[src/hdl/rcx_pkg.sv]
// Types and constants for the rc_expo_curve_point block
`timescale 1ns / 1ps

package rcx_pkg;

    localparam int CFG_INDEX_W = 3;
    localparam int CFG_DATA_W  = 12;
    localparam int NUM_STAGES  = 11;

    typedef enum logic [CFG_INDEX_W-1:0] {
        CFG_STICK_EXPO       = 3'd0,
        CFG_STICK_RATE       = 3'd1,
        CFG_THROTTLE_MIDDLE  = 3'd2,
        CFG_THROTTLE_EXPO    = 3'd3,
        CFG_THROTTLE_FLOOR   = 3'd4,
        CFG_THROTTLE_CEILING = 3'd5
    } cfg_index_t;

    typedef enum logic {
        REQ_PITCH_ROLL = 1'b0,
        REQ_THROTTLE   = 1'b1
    } req_type_t;

    typedef struct packed {
        logic [6:0]  stick_expo;
        logic [7:0]  stick_rate;
        logic [6:0]  throttle_middle;
        logic [6:0]  throttle_expo;
        logic [11:0] throttle_floor;
        logic [11:0] throttle_ceiling;
    } cfg_t;

    localparam logic [6:0]  RST_STICK_EXPO       = 7'd65;
    localparam logic [7:0]  RST_STICK_RATE       = 8'd90;
    localparam logic [6:0]  RST_THROTTLE_MIDDLE  = 7'd50;
    localparam logic [6:0]  RST_THROTTLE_EXPO    = 7'd0;
    localparam logic [11:0] RST_THROTTLE_FLOOR   = 12'd1150;
    localparam logic [11:0] RST_THROTTLE_CEILING = 12'd1850;

    localparam logic [3:0] PITCH_LAST    = 4'd5;
    localparam logic [3:0] THROTTLE_LAST = 4'd10;

    // reciprocals: x/2500 = (x*R)>>33 for x < 2^22, x/10 = (x*R)>>17 for x < 2^14,
    // x/1000 = (x*R)>>34 for x < 2^24
    localparam logic [21:0] RECIP_2500 = 22'd3435974;
    localparam logic [13:0] RECIP_10   = 14'd13108;
    localparam logic [24:0] RECIP_1000 = 25'd17179870;

    localparam logic [11:0] VALUE_MAX = 12'd4095;

endpackage

[src/hdl/rcx_pipe.sv]
// Eleven-stage datapath that evaluates one curve breakpoint per transfer
`timescale 1ns / 1ps

module rcx_pipe
    import rcx_pkg::*;
(
    input  logic        clk,
    input  logic        rst_n,
    input  cfg_t        cfg,
    input  logic        req_valid,
    output logic        req_stall,
    input  logic        req_type,
    input  logic [3:0]  point_index,
    output logic        rsp_valid,
    input  logic        rsp_stall,
    output logic [11:0] curve_value,
    output logic        index_error
);

    localparam int LAST = NUM_STAGES - 1;

    logic [NUM_STAGES-1:0] vld_reg;
    logic [NUM_STAGES-1:0] vld_next;
    logic [NUM_STAGES-1:0] adv;

    logic              typ_reg [0:LAST-1];
    logic              err_reg [0:LAST];

    // stage 0
    logic signed [13:0] base_reg, base_next;
    logic [2:0]         i3_reg;
    logic signed [8:0]  t_reg [0:4];
    logic signed [8:0]  t_next;
    logic [6:0]         y_reg, y_next;
    logic               err_next;
    // stage 1
    logic signed [16:0] pb_reg, pb_next;
    logic [15:0]        tt_reg, tt_next;
    logic [13:0]        yy_reg [1:3];
    logic [13:0]        yy_next;
    // stage 2
    logic signed [25:0] p_reg, p_next;
    logic [22:0]        num_reg, num_next;
    // stage 3
    logic               ppos_reg;
    logic [43:0]        pm_reg, pm_next;
    logic [22:0]        rem_reg, rem_next;
    logic [6:0]         qhi_reg, qhi_next;
    // stage 4
    logic [10:0]        pv_reg [4:9];
    logic [10:0]        pv_next;
    logic [6:0]         q_reg, q_next;
    // stage 5
    logic signed [17:0] x_reg, x_next;
    // stage 6
    logic               xneg_reg;
    logic [27:0]        xm_reg, xm_next;
    // stage 7
    logic signed [12:0] v_reg, v_next;
    // stage 8
    logic signed [25:0] w_reg, w_next;
    // stage 9
    logic               wneg_reg;
    logic [48:0]        wm_reg, wm_next;
    // stage 10
    logic [11:0]        curve_reg, curve_next;

    // a stage loads when it is empty or its content moves on
    always_comb
    begin
        adv[LAST] = !vld_reg[LAST] || !rsp_stall;
        for (int k = LAST - 1; k >= 0; k--)
        begin
            adv[k] = !vld_reg[k] || adv[k+1];
        end
        vld_next = {vld_reg[LAST-1:0], req_valid};
    end

    assign req_stall   = !adv[0];
    assign rsp_valid   = vld_reg[LAST];
    assign curve_value = curve_reg;
    assign index_error = err_reg[LAST];

    always_ff @(posedge clk or negedge rst_n)
    begin
        if (!rst_n)
        begin
            vld_reg <= '0;
        end
        else
        begin
            for (int k = 0; k < NUM_STAGES; k++)
            begin
                if (adv[k])
                begin
                    vld_reg[k] <= vld_next[k];
                end
            end
        end
    end

    // stage 0: expo base, throttle offset and divisor root
    always_comb
    begin
        logic [5:0]         sq;
        logic signed [6:0]  dsq;
        logic signed [14:0] expo_prod;
        logic [7:0]         ten_i;
        sq        = 6'(point_index[2:0] * point_index[2:0]);
        dsq       = $signed({1'b0, sq}) - 7'sd25;
        expo_prod = $signed({1'b0, cfg.stick_expo}) * dsq;
        base_next = 14'(15'sd2500 + expo_prod);
        ten_i     = 8'(point_index * 8'd10);
        t_next    = $signed({1'b0, ten_i}) - $signed({2'b0, cfg.throttle_middle});
        if (t_next > 9'sd0)
        begin
            y_next = 7'd100 - cfg.throttle_middle;
        end
        else if (t_next < 9'sd0)
        begin
            y_next = cfg.throttle_middle;
        end
        else
        begin
            y_next = 7'd1;
        end
        if (req_type_t'(req_type) == REQ_THROTTLE)
        begin
            err_next = point_index > THROTTLE_LAST;
        end
        else
        begin
            err_next = point_index > PITCH_LAST;
        end
    end

    // stage 1: base times index, squares
    always_comb
    begin
        logic [8:0] at;
        pb_next = base_reg * $signed({1'b0, i3_reg});
        at      = (t_reg[0] < 9'sd0) ? 9'(-t_reg[0]) : t_reg[0];
        tt_next = at[7:0] * at[7:0];
        yy_next = y_reg * y_reg;
    end

    // stage 2: rate and expo products
    always_comb
    begin
        p_next   = pb_reg * $signed({1'b0, cfg.stick_rate});
        num_next = cfg.throttle_expo * tt_reg;
    end

    // stage 3: reciprocal product for /2500, upper bits of expo*t*t/(y*y)
    always_comb
    begin
        logic [22:0] r;
        logic [22:0] dsh;
        pm_next  = p_reg[21:0] * RECIP_2500;
        r        = num_reg;
        qhi_next = '0;
        for (int b = 6; b >= 3; b--)
        begin
            dsh = 23'(yy_reg[2]) << b;
            if (r >= dsh)
            begin
                r           = r - dsh;
                qhi_next[b] = 1'b1;
            end
        end
        rem_next = r;
    end

    // stage 4: pitch/roll value, lower quotient bits
    always_comb
    begin
        logic [22:0] r;
        logic [22:0] dsh;
        pv_next = ppos_reg ? pm_reg[43:33] : '0;
        r       = rem_reg;
        q_next  = qhi_reg;
        for (int b = 2; b >= 0; b--)
        begin
            dsh = 23'(yy_reg[3]) << b;
            if (r >= dsh)
            begin
                r         = r - dsh;
                q_next[b] = 1'b1;
            end
        end
    end

    // stage 5: t * inner
    always_comb
    begin
        logic signed [8:0] inner;
        inner  = 9'sd100 - $signed({2'b0, cfg.throttle_expo}) + $signed({2'b0, q_reg});
        x_next = t_reg[4] * inner;
    end

    // stage 6: magnitude times reciprocal of 10
    always_comb
    begin
        logic [17:0] ax;
        ax      = (x_reg < 18'sd0) ? 18'(-x_reg) : x_reg;
        xm_next = ax[13:0] * RECIP_10;
    end

    // stage 7: curve value v
    always_comb
    begin
        logic [10:0]        d;
        logic [10:0]        mid10;
        logic signed [12:0] sd;
        d      = xm_reg[27:17];
        sd     = xneg_reg ? -$signed({2'b0, d}) : $signed({2'b0, d});
        mid10  = 11'(cfg.throttle_middle * 11'd10);
        v_next = $signed({2'b0, mid10}) + sd;
    end

    // stage 8: span * v
    always_comb
    begin
        logic signed [12:0] span;
        span   = $signed({1'b0, cfg.throttle_ceiling}) - $signed({1'b0, cfg.throttle_floor});
        w_next = span * v_reg;
    end

    // stage 9: magnitude times reciprocal of 1000
    always_comb
    begin
        logic [25:0] aw;
        aw      = (w_reg < 26'sd0) ? 26'(-w_reg) : w_reg;
        wm_next = aw[23:0] * RECIP_1000;
    end

    // stage 10: offset from floor, clamp, select
    always_comb
    begin
        logic [14:0]        dq;
        logic signed [16:0] r;
        logic [11:0]        thr;
        dq = wm_reg[48:34];
        r  = $signed({5'b0, cfg.throttle_floor})
             + (wneg_reg ? -$signed({2'b0, dq}) : $signed({2'b0, dq}));
        if (r < 17'sd0)
        begin
            thr = '0;
        end
        else if (r > $signed({5'b0, VALUE_MAX}))
        begin
            thr = VALUE_MAX;
        end
        else
        begin
            thr = r[11:0];
        end
        if (err_reg[LAST-1])
        begin
            curve_next = '0;
        end
        else if (req_type_t'(typ_reg[LAST-1]) == REQ_THROTTLE)
        begin
            curve_next = thr;
        end
        else
        begin
            curve_next = {1'b0, pv_reg[9]};
        end
    end

    always_ff @(posedge clk)
    begin
        if (adv[0])
        begin
            typ_reg[0] <= req_type;
            err_reg[0] <= err_next;
            base_reg   <= base_next;
            i3_reg     <= point_index[2:0];
            t_reg[0]   <= t_next;
            y_reg      <= y_next;
        end
        for (int k = 1; k < LAST; k++)
        begin
            if (adv[k])
            begin
                typ_reg[k] <= typ_reg[k-1];
            end
        end
        for (int k = 1; k <= LAST; k++)
        begin
            if (adv[k])
            begin
                err_reg[k] <= err_reg[k-1];
            end
        end
        for (int k = 1; k <= 4; k++)
        begin
            if (adv[k])
            begin
                t_reg[k] <= t_reg[k-1];
            end
        end
        if (adv[1])
        begin
            pb_reg    <= pb_next;
            tt_reg    <= tt_next;
            yy_reg[1] <= yy_next;
        end
        if (adv[2])
        begin
            p_reg     <= p_next;
            num_reg   <= num_next;
            yy_reg[2] <= yy_reg[1];
        end
        if (adv[3])
        begin
            ppos_reg  <= p_reg > 26'sd0;
            pm_reg    <= pm_next;
            rem_reg   <= rem_next;
            qhi_reg   <= qhi_next;
            yy_reg[3] <= yy_reg[2];
        end
        if (adv[4])
        begin
            pv_reg[4] <= pv_next;
            q_reg     <= q_next;
        end
        for (int k = 5; k <= 9; k++)
        begin
            if (adv[k])
            begin
                pv_reg[k] <= pv_reg[k-1];
            end
        end
        if (adv[5])
        begin
            x_reg <= x_next;
        end
        if (adv[6])
        begin
            xneg_reg <= x_reg < 18'sd0;
            xm_reg   <= xm_next;
        end
        if (adv[7])
        begin
            v_reg <= v_next;
        end
        if (adv[8])
        begin
            w_reg <= w_next;
        end
        if (adv[9])
        begin
            wneg_reg <= w_reg < 26'sd0;
            wm_reg   <= wm_next;
        end
        if (adv[LAST])
        begin
            curve_reg <= curve_next;
        end
    end

endmodule

[src/hdl/rc_expo_curve_point.sv]
// Top level of the stick and throttle curve breakpoint calculator
// Usage:
//   Request channel (req_valid/req_stall, req_type, point_index): one breakpoint
//   request per transfer; req_type selects the pitch/roll or the throttle curve.
//   Response channel (rsp_valid/rsp_stall, curve_value, index_error): one result
//   per request, in request order. An index past the selected curve returns 0
//   with index_error set.
//   Config channel (cfg_valid/cfg_ready, cfg_index, cfg_data): cfg_ready is always
//   high; write only while no request is in flight. Unknown indexes are dropped.
//   One request is taken every cycle while req_stall is low. The pipe is eleven
//   register stages, each stage holds at most three multiplies and four steps
//   of the expo*t*t/(y*y) restoring divide.
//   When the receiver stalls, stages fill up behind the output register;
//   req_stall rises only once all eleven stages hold an item.
//   Reset empties the pipe and loads the default curve settings.
`timescale 1ns / 1ps

module rc_expo_curve_point
    import rcx_pkg::*;
(
    input  logic                   clk,
    input  logic                   rst_n,
    input  logic                   req_valid,
    output logic                   req_stall,
    input  logic                   req_type,
    input  logic [3:0]             point_index,
    output logic                   rsp_valid,
    input  logic                   rsp_stall,
    output logic [11:0]            curve_value,
    output logic                   index_error,
    input  logic                   cfg_valid,
    output logic                   cfg_ready,
    input  logic [CFG_INDEX_W-1:0] cfg_index,
    input  logic [CFG_DATA_W-1:0]  cfg_data
);

    cfg_t cfg_reg;
    cfg_t cfg_next;

    assign cfg_ready = 1'b1;

    always_comb
    begin
        cfg_next = cfg_reg;
        if (cfg_valid && cfg_ready)
        begin
            case (cfg_index_t'(cfg_index))
                CFG_STICK_EXPO:       cfg_next.stick_expo       = cfg_data[6:0];
                CFG_STICK_RATE:       cfg_next.stick_rate       = cfg_data[7:0];
                CFG_THROTTLE_MIDDLE:  cfg_next.throttle_middle  = cfg_data[6:0];
                CFG_THROTTLE_EXPO:    cfg_next.throttle_expo    = cfg_data[6:0];
                CFG_THROTTLE_FLOOR:   cfg_next.throttle_floor   = cfg_data;
                CFG_THROTTLE_CEILING: cfg_next.throttle_ceiling = cfg_data;
                default:              cfg_next = cfg_reg;
            endcase
        end
    end

    always_ff @(posedge clk or negedge rst_n)
    begin
        if (!rst_n)
        begin
            cfg_reg.stick_expo       <= RST_STICK_EXPO;
            cfg_reg.stick_rate       <= RST_STICK_RATE;
            cfg_reg.throttle_middle  <= RST_THROTTLE_MIDDLE;
            cfg_reg.throttle_expo    <= RST_THROTTLE_EXPO;
            cfg_reg.throttle_floor   <= RST_THROTTLE_FLOOR;
            cfg_reg.throttle_ceiling <= RST_THROTTLE_CEILING;
        end
        else
        begin
            cfg_reg <= cfg_next;
        end
    end

    rcx_pipe u_pipe (
        .clk         (clk),
        .rst_n       (rst_n),
        .cfg         (cfg_reg),
        .req_valid   (req_valid),
        .req_stall   (req_stall),
        .req_type    (req_type),
        .point_index (point_index),
        .rsp_valid   (rsp_valid),
        .rsp_stall   (rsp_stall),
        .curve_value (curve_value),
        .index_error (index_error)
    );

endmodule

[config.mk]
export PLATFORM = sky130hd
export DESIGN_NAME = rc_expo_curve_point
export DESIGN_NICKNAME = d
export VERILOG_FILES = /design/src/hdl/rcx_pkg.sv /design/src/hdl/rcx_pipe.sv /design/src/hdl/rc_expo_curve_point.sv
export SDC_FILE = /design/constraint.sdc
export NUM_CORES = 2
export LEC_CHECK = 0
export BUFFER_PORTS_ARGS = -buffer_cell sky130_fd_sc_hd__buf_2
export CORE_MARGIN = 2
export CORE_UTILIZATION = 54
export CTS_BUF_LIST = sky130_fd_sc_hd__clkbuf_16
export DETAILED_ROUTE_END_ITERATION = 8
export PLACE_DENSITY_LB_ADDON = 0.2
export SKIP_CTS_REPAIR_TIMING = 1
export SYNTH_ARGS = -nofsm -noshare
export SYNTH_HDL_FRONTEND = slang
export SYNTH_SLANG_ARGS = --single-unit
[constraint.sdc]
create_clock -name clk -period 20.4 [get_ports clk]
set_clock_uncertainty 0.2 [all_clocks]
set_input_delay 4.08 -clock clk [delete_from_list [all_inputs] [get_ports clk]]
set_output_delay 4.08 -clock clk [all_outputs]
set_load 0.02 [all_outputs]
==> metrics.cfg <==
[cells_and_area]
regArea_um2 = 14100
area.growth.synth_to_final_pct = 6.59
largest_register_ff_count = 66
layout-drive-gt1-share_pct = 4.95
fin_nets = 8413
fillCellCount = 10600
multi_input_comb_area_um2 = 46200

[die]
initial_utilization_pct = 54.2
placement_rows = 128
die_width_um = 353
core_area_um2 = 121000
pin_count = 41
design.die.area_um2 = 125000
die_y_um = 353

[worst_setup_path]
critical_path.max_stage_delay_ns = 0.62
crit_top_cell = o21ai_0
type_of_origin_of_the_critical_path = flop
cp_max_fo = 32
timing.critical_path.to_type = flop
critical_path_class = flop to flop
critical_path_required_ns = 20.61
critical_path.slowest_cell = nand2_1
arrival_ns = 13.31

[flow_run]
drv.max_cap_violation_count = 0

[sta]
finalCritPeriodShare_pct = 64.2
setup-tns-final_ns = 0
timing.max_slew.rel_slack_pct = 17.3
setup_viol = 0
max_freq_mhz = 76.3
finalHoldViolCount = 0
timing_max_transition_violations_final = 0
worst_margin_slew_ns = 1.23
period_needed_ns = 13.10
timing.hold.ws_ns = 0.213
grt_setup_unrepaired = false

[drt]
drt_iter0_markers = 2185
firstDrtPassIters = 5
vias = 43200
route.detailed.drc = 0
drt_wl_cell_um = 17.4
post_dr_vias_cell = 5.32
final_antenna_net_count = 0
postRouteWirelength_um = 142000

[yosys]
syn-cell-area_um2 = 65800
synth.ff_latch_count = 478
synth_top_family_by_area = adder cells
synth.distinct_cells = 86
synthAdderAreaFrac_pct = 47.0
postSynth.asyncResetShare_pct = 13.4
most_instantiated_flip_flop_cell_in_the_synthesis_netlist = edfxtp_1
simple_logic_cell_fraction_of_the_synthesized_area_pct = 9.92
synthCells = 6394
yosys.area_share.xor_xnor_pct = 4.69
synth_warnings = 0
synth_edf_count = 414
post_synth_mux_area_share_pct = 1.24
synth_area_per_cell_um2 = 10.3
sequential_share_of_the_synthesized_area_pct = 21.4
synth_compound_area_share_pct = 7.26

[placed_design]
place_congestion = 0.918
detailed_place_hpwl_um = 118000
buffer_ports.inserted = 39

[global_route]
grt.total_usage_pct = 23.6
maximum_number_of_pins_on_one_net_before_global_route_repair = 57
global_route_total_overflow = 0
vias_in_the_first_global_route = 46000
antenna_found_initial = 5
grt_first_pass_wirelength_um = 237000

[clock_network]
clock_path_buffers = 3
clock_tree.htree_level_count = 2
numCtsBuffers = 55
cts_root_buf = clkbuf_16
clk_latency_ns = 0.67
cts.sink_count = 478
tritoncts_clock_tree = built
cts.clk_slew.worst_paths_ns = 0.07

[min_path]
worstHoldPathType = flop to flop

[outcome]
run_status = finished, final reports clean

==> through the flow <==
step	worst slack [ns]	cell area (um^2)	std cells	utilization (%)
2_1_floorplan	6.97	65800	6398	-
3_3_place_gp	7.81	68100	8022	56.1
3_5_place_dp	7.61	68100	8022	56.1
4_1_cts	7.56	70100	8126	57.7
5_1_grt	6.10	70100	8126	57.7
6_report	7.30	70100	8130	57.8
==> Yosys cell counts, drive strengths merged (23+ instances only) <==
| cell type | instances | area share [%] |
|---|---|---|
| nand2b | 69 | 0.66 |
| mux2 | 63 | 1.1 |
| xnor2 | 261 | 3.5 |
| and3 | 23 | 0.22 |
| nand4 | 23 | 0.22 |
| nor3 | 44 | 0.36 |
| a21o | 89 | 1.0 |
| o21bai | 81 | 0.92 |
| o21ai | 170 | 1.3 |
| dfstp | 23 | 0.92 |
| nor2 | 201 | 1.1 |
| inv | 1398 | 8.0 |
| dfrtp | 41 | 1.6 |
| ha | 1040 | 20 |
| edfxtp | 414 | 19 |
| a21oi | 237 | 1.8 |
| nor2b | 55 | 0.52 |
| fa | 894 | 27 |
| or2 | 28 | 0.27 |
| and2 | 283 | 2.7 |
| o31ai | 34 | 0.39 |
| clkbuf | 79 | 0.45 |
| xor2 | 91 | 1.2 |
| nand3 | 33 | 0.26 |
| nand2 | 480 | 2.7 |
==> final timing paths <==
path / from / slack (ns) / endpoint / depth (start not counted)
min in group asynchronous: rst_n / 3.14 / cfg_reg[43]$_DFFE_PN0P_ / 1
max: u_pipe.yy_reg[0][31]$_DFFE_PP_ / 7.30 / u_pipe.rem_reg[8]$_DFFE_PP_ / 47
min reg2reg: u_pipe.err_reg[2]$_DFFE_PP_ / 0.21 / u_pipe.err_reg[3]$_DFFE_PP_ / 0
max in group asynchronous: rst_n / 15.85 / u_pipe.vld_reg[10]$_DFFE_PN0P_ / 2
max reg2reg: u_pipe.yy_reg[0][31]$_DFFE_PP_ / 7.30 / u_pipe.rem_reg[8]$_DFFE_PP_ / 47
min: u_pipe.err_reg[2]$_DFFE_PP_ / 0.21 / u_pipe.err_reg[3]$_DFFE_PP_ / 0
==> cell families (layout without fill, tap and decap cells) <==
group	Yosys count	in the layout
buffers and inverters	1487	1590
flip-flops	478	478
AO/OA/AOI/OAI	759	759
other	2	10
adder cells (fa/ha/maj)	1934	1934
AND/OR/NAND/NOR	1309	1309
multiplexers	73	73
XOR/XNOR	352	352
==> worst max-delay path: cells and delay by family, from the launching register on <==
kind	cells	cell delay (ns)
mux	3	1.22
compound gates	24	5.56
buf+inv	4	0.92
flops	1	0.40
simple gates	12	3.12
fa+ha+maj	4	1.40
==> per-layer routing <==
layer	part of all wire, %	track usage, %	vias to the layer above
met5	0.0092	0	-
met4	2.3	5.84	2
met3	4.5	2.44	201
met2	47	39.3	828
met1	46	33.1	21500
li1	-	-	20700
==> area by class of cell <==
class	count	area share [%]
inverter	1398	7.48
clock buffer	56	2.00
tap	1625	2.90
multi-input combinational	4433	65.9
timing repair buffer	88	0.807
sequential	478	20.1
antenna	4	0.0143
clock inverter	48	0.825
==> layout by cell type (no fill, tap or decap), types with 8 or more instances in the layout <==
master         n
o211ai_1       8
buf_4         50
clkinvlp_4     9
nor2_1       201
edfxtp_1     414
or4_1         14
a31oi_1       13
a21o_1        88
a211oi_1      17
clkbuf_16     56
dfstp_2       23
o21a_1        20
nor2b_1       55
o31ai_1       34
xnor2_1      258
o41ai_1        9
nand3_1       30
inv_1       1406
buf_2         38
or3_1         17
fa_1         894
nor3_1        41
dfrtp_1       41
mux2i_1       10
nand2b_1      69
o21bai_1      81
nor4_1        12
bufinv_16     10
or2_2         27
and3_1        23
a21boi_0      20
nand2_1      477
mux2_2        60
ha_1        1040
a21oi_1      237
xor2_1        91
o21ai_0      165
and2_1       282
nand4_1       23
Power is left out: the tool's default activity adds up to more than one toggle a clock period on the data nets, which glitch-free logic cannot reach.
